$ cat config.mk
export PLATFORM = sky130hd
export DESIGN_NAME = nmea_sentence_checker_core
export DESIGN_NICKNAME = d
export VERILOG_FILES = /design/src/rtl/core/nsc_pkg.sv /design/src/rtl/core/nmea_sentence_checker_core.sv /design/src/rtl/core/nsc_in_stage.sv /design/src/rtl/core/nsc_line_state.sv /design/src/rtl/core/nsc_out_stage.sv
export SDC_FILE = /design/constraint.sdc
export NUM_CORES = 1
export LEC_CHECK = 0
export ABC_CLOCK_PERIOD_IN_PS = 3850
export BUFFER_PORTS_ARGS = -buffer_cell sky130_fd_sc_hd__buf_2
export CORE_UTILIZATION = 50
export CTS_BUF_LIST = sky130_fd_sc_hd__clkbuf_2
export DETAILED_ROUTE_END_ITERATION = 6
export PLACE_DENSITY_LB_ADDON = 0.3
export SYNTH_ARGS = -nofsm -noshare
export SYNTH_HDL_FRONTEND = slang
export SYNTH_SLANG_ARGS = --single-unit
export TNS_END_PERCENT = 1
$ cat constraint.sdc
create_clock -name aclk -period 3.85 [get_ports aclk]
set_input_delay 0.1925 -clock aclk [delete_from_list [all_inputs] [get_ports aclk]]
set_output_delay 0.1925 -clock aclk [all_outputs]
set_load 0.01 [all_outputs]
$ cat src/rtl/core/nsc_pkg.sv
`default_nettype none
// ----------------------------------------------------------------------------
// nsc_pkg
// Shared types, character codes and helper functions for the sentence checker.
// ----------------------------------------------------------------------------
package nsc_pkg;

    localparam logic [7:0] CH_DOLLAR = 8'h24;
    localparam logic [7:0] CH_BANG   = 8'h21;
    localparam logic [7:0] CH_STAR   = 8'h2A;
    localparam logic [7:0] CH_COMMA  = 8'h2C;
    localparam logic [7:0] CH_LOW_A  = 8'h61;
    localparam logic [7:0] CH_LOW_Z  = 8'h7A;
    localparam logic [7:0] CASE_GAP  = 8'h20;

    // Most commas counted; one more field is added at the verdict.
    localparam logic [7:0] COMMA_MAX = 8'd254;
    localparam logic [1:0] ADDR_FULL = 2'd3;
    localparam logic [1:0] HEX_DONE  = 2'd2;

    typedef struct packed {
        logic [7:0] ch;
        logic       last;
    } nsc_item_t;

    typedef struct packed {
        logic        checksum_ok;
        logic        checksum_present;
        logic        start_ok;
        logic [23:0] formatter;
        logic        formatter_valid;
        logic [7:0]  field_count;
    } nsc_result_t;

    // Upper-case ASCII letters only.
    function automatic logic [7:0] to_upper(input logic [7:0] c);
        logic [7:0] r;
        r = c;
        if (c >= CH_LOW_A && c <= CH_LOW_Z) begin
            r = c - CASE_GAP;
        end
        return r;
    endfunction

    // Uppercase hex spelling of one nibble.
    function automatic logic [7:0] hex_char(input logic [3:0] n);
        logic [7:0] r;
        if (n < 4'd10) begin
            r = 8'h30 + {4'd0, n};
        end else begin
            r = 8'h37 + {4'd0, n};
        end
        return r;
    endfunction

endpackage
`default_nettype wire

$ cat src/rtl/core/nmea_sentence_checker_core.sv
`default_nettype none
// ----------------------------------------------------------------------------
// nmea_sentence_checker_core
// Checks received NMEA 0183 lines byte by byte and gives one verdict item
// per line: checksum, start character, address tail and field count.
// ----------------------------------------------------------------------------
//
//  Channel | Ports                       | Item
//  --------+-----------------------------+-------------------------------------
//  input   | s_valid, s_ready, s_item    | one byte of a line, last flag
//  result  | m_valid, m_ready, m_result  | verdict, after the line's last byte
//
//  Each byte waits in the input register and updates the line state as it
//  leaves it; a new byte can be taken every cycle while no last byte waits.
//  The result register loads the verdict as the last byte leaves the input
//  register; that byte waits only while an unaccepted verdict is held.
//  A stall on the result side holds back only a last byte, and the bytes
//  behind it. aresetn (synchronous, active low) empties both registers and
//  clears the line state, so the next byte starts a line.
//
module nmea_sentence_checker_core (
    input  wire logic                 aclk,
    input  wire logic                 aresetn,
    input  wire logic                 s_valid,
    output logic                      s_ready,
    input  wire nsc_pkg::nsc_item_t   s_item,
    output logic                      m_valid,
    input  wire logic                 m_ready,
    output nsc_pkg::nsc_result_t      m_result
);

    logic                 hold_valid;
    nsc_pkg::nsc_item_t   hold_item;
    logic                 out_free;
    logic                 consume;
    nsc_pkg::nsc_result_t verdict;

    // Advance the held byte unless it closes a line and the result register
    // is still occupied.
    assign consume = hold_valid && (!hold_item.last || out_free);

    nsc_in_stage u_in (
        .aclk       (aclk),
        .aresetn    (aresetn),
        .s_valid    (s_valid),
        .s_ready    (s_ready),
        .s_item     (s_item),
        .consume    (consume),
        .hold_valid (hold_valid),
        .hold_item  (hold_item)
    );

    // Update the line state and form the verdict from the byte being consumed.
    nsc_line_state u_state (
        .aclk    (aclk),
        .aresetn (aresetn),
        .step    (consume),
        .item    (hold_item),
        .verdict (verdict)
    );

    // Load a verdict only when the line's last byte is consumed.
    nsc_out_stage u_out (
        .aclk        (aclk),
        .aresetn     (aresetn),
        .load        (consume && hold_item.last),
        .load_result (verdict),
        .free        (out_free),
        .m_valid     (m_valid),
        .m_ready     (m_ready),
        .m_result    (m_result)
    );

endmodule
`default_nettype wire

$ cat src/rtl/core/nsc_in_stage.sv
`default_nettype none
// ----------------------------------------------------------------------------
// nsc_in_stage
// Input register: captures one byte item and holds it until it is consumed.
// ----------------------------------------------------------------------------
module nsc_in_stage (
    input  wire logic               aclk,
    input  wire logic               aresetn,
    input  wire logic               s_valid,
    output logic                    s_ready,
    input  wire nsc_pkg::nsc_item_t s_item,
    input  wire logic               consume,
    output logic                    hold_valid,
    output nsc_pkg::nsc_item_t      hold_item
);

    logic               in_valid_reg;
    nsc_pkg::nsc_item_t in_item_reg;

    // Free when empty, or when the held item leaves this cycle.
    assign s_ready    = !in_valid_reg || consume;
    assign hold_valid = in_valid_reg;
    assign hold_item  = in_item_reg;

    always_ff @(posedge aclk) begin
        if (!aresetn) begin
            in_valid_reg <= 1'b0;
        end else if (s_valid && s_ready) begin
            in_valid_reg <= 1'b1;
        end else if (consume) begin
            in_valid_reg <= 1'b0;
        end
    end

    always_ff @(posedge aclk) begin
        if (s_valid && s_ready) begin
            in_item_reg <= s_item;
        end
    end

endmodule
`default_nettype wire

$ cat src/rtl/core/nsc_line_state.sv
`default_nettype none
// ----------------------------------------------------------------------------
// nsc_line_state
// Per-line accumulation (XOR, checksum characters, address, commas) and the
// verdict built from the state after the current byte.
// ----------------------------------------------------------------------------
module nsc_line_state (
    input  wire logic               aclk,
    input  wire logic               aresetn,
    input  wire logic               step,
    input  wire nsc_pkg::nsc_item_t item,
    output nsc_pkg::nsc_result_t    verdict
);

    logic        at_line_start_reg,    at_line_start_next;
    logic        start_valid_reg,      start_valid_next;
    logic        star_seen_reg,        star_seen_next;
    logic [1:0]  after_star_count_reg, after_star_count_next;
    logic [7:0]  xor_sum_reg,          xor_sum_next;
    logic [7:0]  hex_high_char_reg,    hex_high_char_next;
    logic [7:0]  hex_low_char_reg,     hex_low_char_next;
    logic        address_closed_reg,   address_closed_next;
    logic [1:0]  address_length_reg,   address_length_next;
    logic [23:0] address_tail_reg,     address_tail_next;
    logic [7:0]  comma_count_reg,      comma_count_next;

    logic [7:0] ch_up;
    logic       fvalid;

    assign ch_up = nsc_pkg::to_upper(item.ch);

    always_comb begin
        at_line_start_next    = 1'b0;
        start_valid_next      = start_valid_reg;
        star_seen_next        = star_seen_reg;
        after_star_count_next = after_star_count_reg;
        xor_sum_next          = xor_sum_reg;
        hex_high_char_next    = hex_high_char_reg;
        hex_low_char_next     = hex_low_char_reg;
        address_closed_next   = address_closed_reg;
        address_length_next   = address_length_reg;
        address_tail_next     = address_tail_reg;
        comma_count_next      = comma_count_reg;

        if (star_seen_reg) begin
            if (after_star_count_reg == 2'd0) begin
                hex_high_char_next    = ch_up;
                after_star_count_next = 2'd1;
            end else if (after_star_count_reg == 2'd1) begin
                hex_low_char_next     = ch_up;
                after_star_count_next = nsc_pkg::HEX_DONE;
            end
        end else if (item.ch == nsc_pkg::CH_STAR) begin
            star_seen_next = 1'b1;
        end else begin
            if (!at_line_start_reg) begin
                xor_sum_next = xor_sum_reg ^ item.ch;
            end
            if (item.ch == nsc_pkg::CH_COMMA && comma_count_reg < nsc_pkg::COMMA_MAX) begin
                comma_count_next = comma_count_reg + 8'd1;
            end
        end

        if (at_line_start_reg) begin
            start_valid_next = (item.ch == nsc_pkg::CH_DOLLAR) ||
                               (item.ch == nsc_pkg::CH_BANG);
        end else if (!address_closed_reg) begin
            if (item.ch == nsc_pkg::CH_COMMA) begin
                address_closed_next = 1'b1;
            end else begin
                address_tail_next = {address_tail_reg[15:0], ch_up};
                if (address_length_reg < nsc_pkg::ADDR_FULL) begin
                    address_length_next = address_length_reg + 2'd1;
                end
            end
        end
    end

    assign fvalid = start_valid_next && (address_length_next == nsc_pkg::ADDR_FULL);

    always_comb begin
        verdict.checksum_present = star_seen_next;
        verdict.start_ok         = start_valid_next;
        verdict.formatter_valid  = fvalid;
        verdict.formatter        = fvalid ? address_tail_next : 24'd0;
        verdict.field_count      = comma_count_next + 8'd1;
        if (!star_seen_next) begin
            verdict.checksum_ok = 1'b1;
        end else begin
            verdict.checksum_ok = start_valid_next &&
                (after_star_count_next == nsc_pkg::HEX_DONE) &&
                (hex_high_char_next == nsc_pkg::hex_char(xor_sum_next[7:4])) &&
                (hex_low_char_next  == nsc_pkg::hex_char(xor_sum_next[3:0]));
        end
    end

    // Clear everything on reset and once the final byte of a line is taken.
    always_ff @(posedge aclk) begin
        if (!aresetn || (step && item.last)) begin
            at_line_start_reg    <= 1'b1;
            start_valid_reg      <= 1'b0;
            star_seen_reg        <= 1'b0;
            after_star_count_reg <= 2'd0;
            xor_sum_reg          <= 8'd0;
            hex_high_char_reg    <= 8'd0;
            hex_low_char_reg     <= 8'd0;
            address_closed_reg   <= 1'b0;
            address_length_reg   <= 2'd0;
            address_tail_reg     <= 24'd0;
            comma_count_reg      <= 8'd0;
        end else if (step) begin
            at_line_start_reg    <= at_line_start_next;
            start_valid_reg      <= start_valid_next;
            star_seen_reg        <= star_seen_next;
            after_star_count_reg <= after_star_count_next;
            xor_sum_reg          <= xor_sum_next;
            hex_high_char_reg    <= hex_high_char_next;
            hex_low_char_reg     <= hex_low_char_next;
            address_closed_reg   <= address_closed_next;
            address_length_reg   <= address_length_next;
            address_tail_reg     <= address_tail_next;
            comma_count_reg      <= comma_count_next;
        end
    end

endmodule
`default_nettype wire

$ cat src/rtl/core/nsc_out_stage.sv
`default_nettype none
// ----------------------------------------------------------------------------
// nsc_out_stage
// Result register: holds one verdict item until the consumer takes it.
// ----------------------------------------------------------------------------
module nsc_out_stage (
    input  wire logic                 aclk,
    input  wire logic                 aresetn,
    input  wire logic                 load,
    input  wire nsc_pkg::nsc_result_t load_result,
    output logic                      free,
    output logic                      m_valid,
    input  wire logic                 m_ready,
    output nsc_pkg::nsc_result_t      m_result
);

    logic                 out_valid_reg;
    nsc_pkg::nsc_result_t out_result_reg;

    assign free     = !out_valid_reg || m_ready;
    assign m_valid  = out_valid_reg;
    assign m_result = out_result_reg;

    always_ff @(posedge aclk) begin
        if (!aresetn) begin
            out_valid_reg <= 1'b0;
        end else if (load) begin
            out_valid_reg <= 1'b1;
        end else if (m_ready) begin
            out_valid_reg <= 1'b0;
        end
    end

    always_ff @(posedge aclk) begin
        if (load) begin
            out_result_reg <= load_result;
        end
    end

endmodule
`default_nettype wire

==> flow_summary.toml, run 1 <==
[synthesis]
postSynthAreaPerCell_um2 = 8.91
synth_fa_ha_area_share_pct = 1.59
syn-num-nets = 640
yosysTopAreaCell = "edfxtp_1"
async_flop_share_pct = 0
ys_ff_latch = 111
synth-simple-area-share_pct = 22.1
ys_top_cells_by_area = "edfxtp_1 24%, dfxtp_1 24%, nand2_1 7.3%"
muxShareOfSynthArea_pct = 2.24
synth_xor_area_share_pct = 6.48
ys_seq_area_share_pct = 48.4
synth_top_family_by_area = "simple AND/OR/NAND/NOR gates"
synth_top_area_share_pct = 24.5
ys_warn_count = 0
synthDistinctLibCells = 65
synth_compound_area_share_pct = 15.3
synth-edff-count = 45
netlist_instances = 620
ys.flop_type = "dfxtp_1"
syn_area_um2 = 5520

[sta]
hold_viol_final = 0
setup_viol = 0
max_freq_mhz = 306
setup_tns_ns = 0
fin_crit_ns = 3.27
fin_ws_ns = 0.580
worst-slew-pin-transition_ns = 1.09
fin_hold_ws_ns = 0.286
rsz0062_at_grt = "false"
fin_skew_ns = 0.0564
finalCritPeriodShare_pct = 84.9
slew_headroom_pct = 26.8
drv_slew = 0

[cts]
clkSinkCount = 111
cts_buffer_depth = 2
htreeDepth = 3
clk_pin_slew_ns = 0.32
cts_setup_buffers = 0
numCtsBuffers = 9
cts_tree = "done"
root_buffer = "clkbuf_2"
clk_latency_ns = 0.62

[worst_setup_path]
required_ns = 4.30
cp.arrival_ns = 3.72
start_kind = "flop"
rrSetupSlack_ns = 0.58
cp-end-kind = "flop"
critPathMaxFanout = 13
crit_type = "flop to flop"

[finish]
largest_reg_flops = 36
final_common_cell = "nand2_1"
layout_common_cells = "107 x nand2_1, 75 x nor2_1, 68 x a21oi_1"
multi_input_area_um2 = 2640
post-route-util_pct = 56.9
regArea_um2 = 2670
nets = 685
nFillCells = 970
num_antenna_cells = 0
area_growth_pct = 11.3
layout-drive-gt1-share_pct = 14.3

[worst_hold_path]
hp-class = "primary input to flop"

[place]
dp.final_hpwl_mm = 8.81
place_congestion = 0.919
preCtsSetupSlack_ns = 0.604
port-buffer-count = 50

[power_and_ir_drop]
max-vdd-ir-drop_mv = 0.194
power_mw = 1.98
leakage_nw = 2.17
p_per_area_nw_per_um2 = 322

[detailed_routing]
drt_iter0_markers = 342
vias = 4700
drc = 0
wl_per_cell_um = 15.8
ant_nets = 0
wl_mm = 12.8
first_pass_iters = 5
vias_per_cell = 5.80

[grt]
grt_first_pass_wirelength_mm = 20.9
grt_max_degree = 38
grt-ovfl-total = 0
grt_pass1_vias = 4385
antenna_found_initial = 0
grtUsageTotal_pct = 23.1

[floorplanning]
fp.dieW_um = 107
initial_core_util_pct = 51.2
top_level_ports = 51
die_height_um = 107
rows = 38
fp.dieArea_um2 = 11500
core_um2 = 10800

[status]
status = "finished, final reports clean"

[flow_run]
drv_cap = 0
[synthesized netlist by cell type (5+ instances only)]
| cell | number |
|---|---|
| clkbuf_1 | 33 |
| nor3_1 | 8 |
| nand3b_1 | 6 |
| edfxtp_1 | 45 |
| a21oi_1 | 68 |
| nor2_1 | 75 |
| a22oi_1 | 5 |
| mux2i_1 | 9 |
| nand2_1 | 107 |
| xnor2_1 | 18 |
| o211ai_1 | 5 |
| xor2_1 | 21 |
| o21ai_0 | 10 |
| dfxtp_1 | 66 |
| nor3b_1 | 6 |
| inv_1 | 13 |
| buf_1 | 5 |
| ha_1 | 7 |
| a32oi_1 | 5 |
| nand3_1 | 21 |
| and3_1 | 7 |
| a211oi_1 | 6 |
[layout make-up]
type | count | share of cell area, %
flip-flops and latches | 111 | 43.5
clock inverters | 7 | 1.14
repair buffers | 76 | 7.98
multi-input cells | 454 | 43.0
inverters | 13 | 0.794
well taps | 140 | 2.85
clock buffers | 9 | 0.733
[layer usage]
layer  vias up  global-route usage [%]  routed length, µm
met3        28                    2.74                836
met1      2204                    31.3               5550
met4         0                    9.39                339
met5         -                       0                  0
met2       193                    37.5               6100
li1       2275                       -                  -
[path summary, 6_finish.rpt]
path,start,end,depth (start not counted)
worst max-delay path,u_in.hold_item[5],u_out.m_result[35],10
worst min-delay path,s_item[6],u_in.hold_item[6],2
worst max register to register,u_in.hold_item[5],u_out.m_result[35],10
worst min register to register,u_state.address_tail_reg[6],u_state.address_tail_reg[14],2
[power breakdown]
group	switching (mW)	total, mW	internal [mW]
Clock	0.426	0.535	0.109
Combinational	0.106	0.171	0.0653
Sequential	0.0279	1.27	1.25
Total	0.560	1.98	1.42
[cells by family (layout without fill, tap and decap cells)]
family / count (synthesis) / in the layout
compound gates: 133 / 133
xor+xnor: 40 / 40
fa+ha+maj: 7 / 7
buf+inv: 55 / 105
flops: 111 / 111
mux: 12 / 12
simple gates: 262 / 262
[worst max-delay path: stages (launching register included)]
cell	delay, ns
edfxtp_1	0.62
or4b_1	0.69
o21a_1	0.26
or2_2	0.31
inv_1	0.08
ha_1	0.23
nand2_1	0.06
mux2i_1	0.06
a2111oi_0	0.42
o2111ai_1	0.17
o31ai_1	0.23
[timing repair]
action	in CTS	in global routing
hold buffers	13	0
gates resized for setup	0	0
hold endpoints to repair	11	0
[per-stage QoR]
stage,instances,cell area (µm²)
floorplan,620,5520
global placement,781,5900
detailed placement,781,5900
CTS,810,6140
global route,810,6140
finish,810,6140
(Power assumes the default switching activity.)
==> run 2: changes to the inputs <==
--- a/config.mk
+++ b/config.mk
@@ -5,7 +5,8 @@
 export SDC_FILE = /design/constraint.sdc
 export NUM_CORES = 1
 export LEC_CHECK = 0
-export ABC_CLOCK_PERIOD_IN_PS = 3850
+export ABC_AREA = 1
+export ABC_CLOCK_PERIOD_IN_PS = 3100
 export BUFFER_PORTS_ARGS = -buffer_cell sky130_fd_sc_hd__buf_2
 export CORE_UTILIZATION = 50
 export CTS_BUF_LIST = sky130_fd_sc_hd__clkbuf_2
==> constraint.sdc (replaced) <==
create_clock -name aclk -period 3.1 [get_ports aclk]
set_input_delay 0.155 -clock aclk [delete_from_list [all_inputs] [get_ports aclk]]
set_output_delay 0.155 -clock aclk [all_outputs]
set_load 0.01 [all_outputs]
==> run 2 against run 1 <==
Fmax grew 30%. Final cell count grew 11%. Highest routed layer unchanged. Global-route usage grew 0.68 points. Critical path type unchanged. Critical path depth grew 5. Wire length grew 0.58%.
==> flow_summary.toml, run 2 <==
[sta]
fin_skew_ns = 0.0600
hold_viol_final = 0
setup_viol = 0
drv_slew = 0
slew_headroom_pct = 63.3
fin_ws_ns = 0.575
setup_tns_ns = 0
max_freq_mhz = 396
fin_crit_ns = 2.52
rsz0062_at_grt = "false"
fin_hold_ws_ns = 0.166
worst-slew-pin-transition_ns = 0.550
finalCritPeriodShare_pct = 81.4

[cts]
cts_buffer_depth = 2
clk_latency_ns = 0.62
cts_setup_buffers = 0
root_buffer = "clkbuf_2"
htreeDepth = 3
numCtsBuffers = 9
clk_pin_slew_ns = 0.36
clkSinkCount = 111
hold_buffers = 13
cts_tree = "done"
ctsResizeCount = 0

[floorplanning]
initial_core_util_pct = 51.1
die_height_um = 107
core_um2 = 10800
rows = 38
fp.dieW_um = 107
fp.dieArea_um2 = 11500
top_level_ports = 51

[worst_setup_path]
r2r-end = "u_out.m_result[6]"
critPathMaxFanout = 7
crit_type = "flop to flop"
start_kind = "flop"
r2r_cells = 15
r2r_start = "u_in.hold_item[5]"
crit_end = "u_out.m_result[6]"
critPathLaunch = "u_in.hold_item[5]"
cp.arrival_ns = 2.99
required_ns = 3.56
rrSetupSlack_ns = 0.58
cp-end-kind = "flop"

[place]
place_congestion = 0.903
place_area_um2 = 5900
port-buffer-count = 50
dp.final_hpwl_mm = 8.96
preCtsSetupSlack_ns = 0.564

[finish]
regArea_um2 = 2670
area_growth_pct = 11.0
nets = 773
post-route-util_pct = 56.7
num_antenna_cells = 0
layout-drive-gt1-share_pct = 14.4
largest_reg_flops = 36
final_common_cell = "nand2_1"
multi_input_area_um2 = 2370
layout_common_cells = "152 x nand2_1, 88 x inv_1, 69 x o21ai_0"
nFillCells = 1019
finalInstanceArea_um2 = 6150

[detailed_routing]
first_pass_iters = 6
drt_iter0_markers = 201
wl_per_cell_um = 14.4
ant_nets = 0
vias_per_cell = 5.32
wl_mm = 12.9
drc = 0
vias = 4775

[grt]
grt-ovfl-total = 0
grt_first_pass_wirelength_mm = 21.4
grt_pass1_vias = 4505
antenna_found_initial = 0
grtUsageTotal_pct = 23.8
grt_max_degree = 57

[status]
status = "finished, final reports clean"

[synthesis]
synth_top_area_share_pct = 24.4
syn_area_um2 = 5540
synth-edff-count = 45
ys.flop_type = "dfxtp_1"
syn-num-nets = 719
ys_warn_count = 0
async_flop_share_pct = 0
synthDistinctLibCells = 44
ys_top_cells_by_area = "edfxtp_1 24%, dfxtp_1 24%, nand2_1 10%"
ys_ff_latch = 111
yosys-top-cells-count = "152 x nand2_1, 88 x inv_1, 69 x o21ai_0, 66 x dfxtp_1"
yosysTopAreaCell = "edfxtp_1"
ys_seq_area_share_pct = 48.2
yosysMostFrequentCell = "nand2_1"
netlist_instances = 699
postSynthAreaPerCell_um2 = 7.93

[power_and_ir_drop]
leakage_nw = 2.62
p_per_area_nw_per_um2 = 429
max-vdd-ir-drop_mv = 0.234

[flow_run]
drv_cap = 0

[worst_hold_path]
hp-class = "primary input to flop"
-- run 2: cell count changes after synthesis, sizes merged, moves of 9 or more --
| cell | delta |
|---|---|
| inv | +81 |
| xnor2 | -14 |
| o21ai | +63 |
| xor2 | -13 |
| nand3 | +15 |
| clkbuf | -15 |
| mux2i | -9 |
| a21oi | -12 |
| nand2 | +51 |
| nor2 | -11 |
| a211oi | +14 |
-- run 2: per-stage QoR --
| step | power (mW) | cells |
|---|---|---|
| after floorplan | 1.87 | 699 |
| after global placement | 1.95 | 869 |
| after detailed placement | 1.96 | 869 |
| after CTS | 2.66 | 898 |
| after global routing | 2.76 | 898 |
| final | 2.64 | 898 |
-- run 2: kinds of logic after synthesis --
kind of cell	share of synthesized area (%)
simple gates	22.8
compound gates	16.3
buf+inv	8.92
flops	48.2
xor+xnor	2.19
fa+ha+maj	1.58
-- run 2: per-layer routing --
metal | vias to the layer above | track usage, % | part of all wire, %
met5 | - | 0 | 0
met4 | 0 | 5.68 | 1.1
met1 | 2236 | 30.2 | 44
met3 | 11 | 3.93 | 5.2
met2 | 120 | 42.1 | 50
li1 | 2408 | - | -
-- run 2: critical path, cell delays in order, from the launching register on --
cell	delay, ns
edfxtp_1	0.59
inv_2	0.17
nand2_1	0.08
nor2_2	0.19
nand2_4	0.13
nand2_4	0.10
inv_2	0.06
nand4_1	0.11
or2_2	0.13
nand2_1	0.09
inv_1	0.08
ha_1	0.13
inv_1	0.06
nor3_2	0.28
a21o_1	0.15
nand2_1	0.04
-- run 2: worst min-delay path by stage --
stage	from	end	slack, ns	cells past startpoint
2_1_floorplan	s_item[0]	u_in.hold_item[0]	0.25	0
3_3_place_gp	s_item[6]	u_in.hold_item[6]	0.33	1
3_5_place_dp	s_item[6]	u_in.hold_item[6]	0.33	1
4_1_cts	m_ready	u_state.hex_high_char_reg[4]	0.12	7
5_1_grt	s_item[6]	u_in.hold_item[6]	0.18	2
6_report	m_ready	u_state.hex_high_char_reg[4]	0.17	7
-- run 2: where the power goes --
part	total [mW]	switching, mW	internal [mW]
Clock	0.692	0.547	0.145
Combinational	0.330	0.218	0.112
Sequential	1.62	0.0439	1.58
-- run 2: layout make-up --
| cell class | instances | area share [%] |
|---|---|---|
| clock buffer | 9 | 0.732 |
| clock inverter | 7 | 1.30 |
| timing repair buffer | 72 | 7.28 |
| inverter | 95 | 5.80 |
| sequential | 111 | 43.4 |
| multi-input combinational | 464 | 38.6 |
| tap | 140 | 2.85 |
